**config.mk**
```make
export PLATFORM = sky130hd
export DESIGN_NAME = tcsm_voice
export DESIGN_NICKNAME = d
export VERILOG_FILES = /design/src/triggered_click_sample_mixer_top_macros.svh /design/src/tcsm_pkg.sv /design/src/tcsm_voice.sv
export SDC_FILE = /design/constraint.sdc
export NUM_CORES = 1
export LEC_CHECK = 0
export BUFFER_PORTS_ARGS = -buffer_cell sky130_fd_sc_hd__clkbuf_2
export CORE_MARGIN = 5
export CORE_UTILIZATION = 36
export DETAILED_ROUTE_END_ITERATION = 16
export GPL_TIMING_DRIVEN = 0
export PLACE_DENSITY_LB_ADDON = 0.3
export RECOVER_POWER = 25
export SYNTH_ARGS = -nofsm -noshare
export SYNTH_HDL_FRONTEND = slang
export SYNTH_SLANG_ARGS = --single-unit
```
**constraint.sdc**
```tcl
create_clock -name vclk -period 10.1
set_input_delay 1.515 -clock vclk [all_inputs]
set_output_delay 1.515 -clock vclk [all_outputs]
set_load 0.05 [all_outputs]
```
**src/triggered_click_sample_mixer_top_macros.svh**
```systemverilog
`ifndef TRIGGERED_CLICK_SAMPLE_MIXER_TOP_MACROS_SVH
`define TRIGGERED_CLICK_SAMPLE_MIXER_TOP_MACROS_SVH

// Checks are clocked on aclk and disabled while aresetn is low.
`define TCSM_ASSERT_IMP(label, a, b) \
    label: assert property (@(posedge aclk) disable iff (!aresetn) (a) |-> (b)) \
        else $error("tcsm: same-cycle check failed");

`define TCSM_ASSERT_NXT(label, a, b) \
    label: assert property (@(posedge aclk) disable iff (!aresetn) (a) |=> (b)) \
        else $error("tcsm: next-cycle check failed");

`endif

```
**src/tcsm_pkg.sv**
```systemverilog
package tcsm_pkg;

    typedef enum logic [1:0] {
        CMD_WRITE = 2'd0,
        CMD_LED   = 2'd1,
        CMD_MIX   = 2'd2
    } cmd_t;

    typedef enum logic [1:0] {
        CFG_ENABLED       = 2'd0,
        CFG_VOLUME        = 2'd1,
        CFG_SAMPLE_LENGTH = 2'd2
    } cfg_index_t;

    localparam logic signed [19:0] SAT_MAX   = 20'sd32767;
    localparam logic signed [19:0] SAT_MIN   = -20'sd32768;
    localparam int                 VOL_SHIFT = 8;

    localparam logic       ENABLED_RESET = 1'b1;
    localparam logic [8:0] VOLUME_RESET  = 9'd200;
    localparam logic [12:0] LENGTH_RESET = 13'd0;

    typedef struct packed {
        logic [1:0]         cmd;
        logic [11:0]        sample_index;
        logic signed [15:0] sample_left;
        logic signed [15:0] sample_right;
        logic               led_a;
        logic               led_b;
        logic signed [15:0] audio_left;
        logic signed [15:0] audio_right;
    } in_item_t;

endpackage

```
**src/tcsm_voice.sv**
```systemverilog
module tcsm_voice
    import tcsm_pkg::*;
#(
    parameter int AW = 12
) (
    input  logic               run,
    input  logic [8:0]         volume,
    input  logic [AW:0]        len,
    input  logic               active_in,
    input  logic [AW-1:0]      pos_in,
    input  logic [31:0]        frame,
    input  logic signed [15:0] left_in,
    input  logic signed [15:0] right_in,
    output logic signed [15:0] left_out,
    output logic signed [15:0] right_out,
    output logic               active_out,
    output logic [AW-1:0]      pos_out
);

    function automatic logic signed [15:0] add_sat(logic signed [15:0] a,
                                                   logic signed [17:0] b);
        logic signed [19:0] sum;
        sum = {{4{a[15]}}, a} + {{2{b[17]}}, b};
        if (sum > SAT_MAX) begin
            return SAT_MAX[15:0];
        end else if (sum < SAT_MIN) begin
            return SAT_MIN[15:0];
        end
        return sum[15:0];
    endfunction

    logic signed [15:0] smp_l;
    logic signed [15:0] smp_r;
    logic signed [9:0]  gain;
    logic signed [25:0] prod_l;
    logic signed [25:0] prod_r;
    logic signed [17:0] scaled_l;
    logic signed [17:0] scaled_r;
    logic               hit;
    logic [AW:0]        pos_ext;
    logic [AW:0]        pos_after;

    assign smp_l    = frame[15:0];
    assign smp_r    = frame[31:16];
    assign gain     = signed'({1'b0, volume});
    assign prod_l   = smp_l * gain;
    assign prod_r   = smp_r * gain;
    assign scaled_l = prod_l[VOL_SHIFT +: 18];
    assign scaled_r = prod_r[VOL_SHIFT +: 18];

    assign pos_ext   = {1'b0, pos_in};
    assign hit       = pos_ext < len;
    assign pos_after = hit ? pos_ext + 1'b1 : pos_ext;

    always_comb begin
        left_out   = left_in;
        right_out  = right_in;
        active_out = active_in;
        pos_out    = pos_in;
        if (run && active_in) begin
            if (hit) begin
                left_out  = add_sat(left_in, scaled_l);
                right_out = add_sat(right_in, scaled_r);
            end
            if (pos_after >= len) begin
                active_out = 1'b0;
                pos_out    = '0;
            end else begin
                pos_out = pos_after[AW-1:0];
            end
        end
    end

endmodule

```
==> results.py <==
metrics = {
    "synthesis": {
        "synth_area_um2": 13100,
        "yosysWarnings": 0,
        "syn_avg_cell_area_um2": 8.47,
        "ys_seq_area_share_pct": 0,
        "syn_nets": 2066,
        "netlist_top_cells_area": "fa_1 (37%), ha_1 (16%), inv_1 (9.4%), and2_1 (7.8%), nand2_1 (4.9%)",
        "synthCells": 1551,
        "synth_top_area_share_pct": 37.2,
        "ys_types": 75,
        "synth_top_cell_by_area": "fa_1",
    },
    "hold_path": {
        "hold_class": "primary input to output port",
        "hold-path-cell-count": 3,
        "hold_path_end": "left_out[0]",
        "worstHoldStart": "left_in[0]",
    },
    "sta": {
        "fin_ws_ps": -209,
        "finalMaxSlewViolations": 0,
        "final.min_clock_period_ps": 10310,
        "maxClockFrequency_mhz": 97.0,
        "tns_ps": -2820,
        "hold_viol": 0,
        "final-setup-viol-count": 26,
        "tightest_slew_ps": 777,
        "finalCritPeriodShare_pct": 102,
        "rsz0062_at_grt": "true",
        "relSlewSlack_pct": 48.2,
    },
    "detailed_routing": {
        "drt_pre_antenna_iters": 6,
        "routedWlPerCell_um": 16.7,
        "vias": 11200,
        "vias_per_cell": 5.00,
        "antenna_left": 0,
        "drt_iter0_markers": 375,
        "route.detailed.drc": 0,
        "drt_wl_total_mm": 37.3,
    },
    "global_routing": {
        "grt_max_degree": 11,
        "antenna_found_initial": 3,
        "grt_pass1_wl_mm": 60.2,
        "global_route.usage.met1_pct": 24.1,
        "grt.overflow.total": 0,
        "gr-usage-met2_pct": 32.0,
        "met3_usage_pct": 1.70,
        "grt_pass1_vias": 11800,
        "grt_util_all_layers_pct": 17.9,
        "busiest_layer": "met2",
    },
    "critical_path": {
        "cpPeakStageDelay_ps": 550,
        "critPathRequiredTime_ps": 8590,
        "cp_slowest_cell": "fa_1",
        "cp-end-kind": "output port",
        "critPathArrivalTime_ps": 8790,
        "crit_type": "primary input to output port",
        "critical_path.most_common_cell": "fa_1",
        "cp-start-kind": "primary input",
        "cp_max_fo": 6,
    },
    "layout": {
        "final_util_pct": 45.0,
        "final_area_um2": 16400,
        "drive_gt1_share_pct": 21.8,
        "area_growth_pct": 24.6,
        "multi_input_area_um2": 12400,
        "layout.nets": 2280,
        "fill_cells": 3535,
        "seq_cells": 0,
        "clkbuf_count": 0,
        "regArea_um2": 0,
    },
    "die": {
        "die_w_um": 201,
        "ios": 145,
        "dieArea_um2": 40400,
        "initial_core_util_pct": 36.1,
        "row_count": 70,
        "core_um2": 36300,
        "die_h_um": 201,
    },
    "placement": {
        "placed_area_um2": 14500,
        "dpl_worst_slack_ps": -1540,
        "hpwl_mm": 30.6,
        "io_buffers": 137,
        "gp_congestion": 0.858,
    },
    "clocking": {
        "ctsHoldBuffers": 0,
    },
    "status": {
        "violations": "setup timing",
        "status": "complete, but fails checks",
    },
    "job": {
        "cap_violations": 0,
    },
}
[worst max-delay path: cells and delay by family]
kind	cells	cell delay, ps
xor+xnor	1	180
compound gates	11	2550
buf+inv	9	1130
fa+ha+maj	7	3250
simple gates	2	170
[synth_stat cells, types with 3 or more instances]
library cell	count
a211oi_1	3
a21o_1	21
a21oi_1	48
a221o_1	4
a221o_2	11
a22o_1	6
a41oi_1	3
and2_1	163
and3_1	10
clkbuf_1	39
fa_1	244
ha_1	171
inv_1	329
nand2_1	172
nand2b_1	9
nand3_1	14
nand4_1	4
nor2_1	46
nor2b_1	9
nor3_1	17
o211ai_1	17
o21a_1	13
o21ai_0	32
o21bai_1	7
o22ai_1	4
o31ai_1	9
or3_1	4
xnor2_1	57
xor2_1	22
[per-layer routing]
metal,wire [um],share of wire [%]
met4,626,1.7
met2,18800,50
met1,16200,43
met3,1720,4.6
met5,0,0
[metrics by stage]
stage	instances	hold WS, ps
CTS	2218	3430
global route	2233	3440
detailed placement	2156	3430
global placement	2156	3430
finish	2234	3420
floorplan	1551	3320
[cell type report]
cell class	count	share of cell area, %
diodes	3	0.0459
plain buffers	45	2.82
inverters	329	7.54
multi-input cells	1177	75.9
well taps	468	3.58
repair buffers	212	10.2
[timing repair]
item | 4_1_cts | 5_1_grt
hold endpoints to repair | 0 | 0
setup buffers | 59 | 16
endpoints found under the setup margin | 32 | 32
gates cloned | 3 | 0
resized for setup | 234 | 82
pin swaps | 81 | 56
[cells by family after synthesis]
group	count (synthesis)	synth area share (%)
buffers and inverters	374	10.9
multiplexers	2	0.171
AO/OA/AOI/OAI	222	12.6
XOR/XNOR	80	5.39
AND/OR/NAND/NOR	458	17.4
adder cells (fa/ha/maj)	415	53.5
[placed cells by master (no fill, tap or decap), types with 15 or more instances in the layout]
cell type  netlist  final
a221o_2         11     15
nor2_1          46     40
clkbuf_2         0    101
ha_1           171    150
xor2_1          22     21
a21oi_1         48     39
ha_4             0     18
and2_1         163    158
a21o_1          21     21
inv_1          329    316
o21ai_0         32     21
nand2_1        172    165
xnor2_1         57     55
buf_8            0     21
o211ai_1        17     17
fa_1           244    241
clkbuf_8         0     22
buf_4            1     67
[worst max-delay path by stage]
stage	slack [ps]	endpoint	cells past startpoint	start
after detailed placement	-1540	left_out[9]	33	volume[3]
after floorplan	4	left_out[10]	30	volume[3]
after global placement	-1520	left_out[11]	31	volume[3]
final	-210	left_out[11]	30	volume[3]
after global routing	-540	left_out[11]	31	volume[3]
after CTS	-100	left_out[14]	31	volume[1]
Power is not shown: default switching activity piles up to over one toggle a cycle in this logic, so the estimate is an artifact.
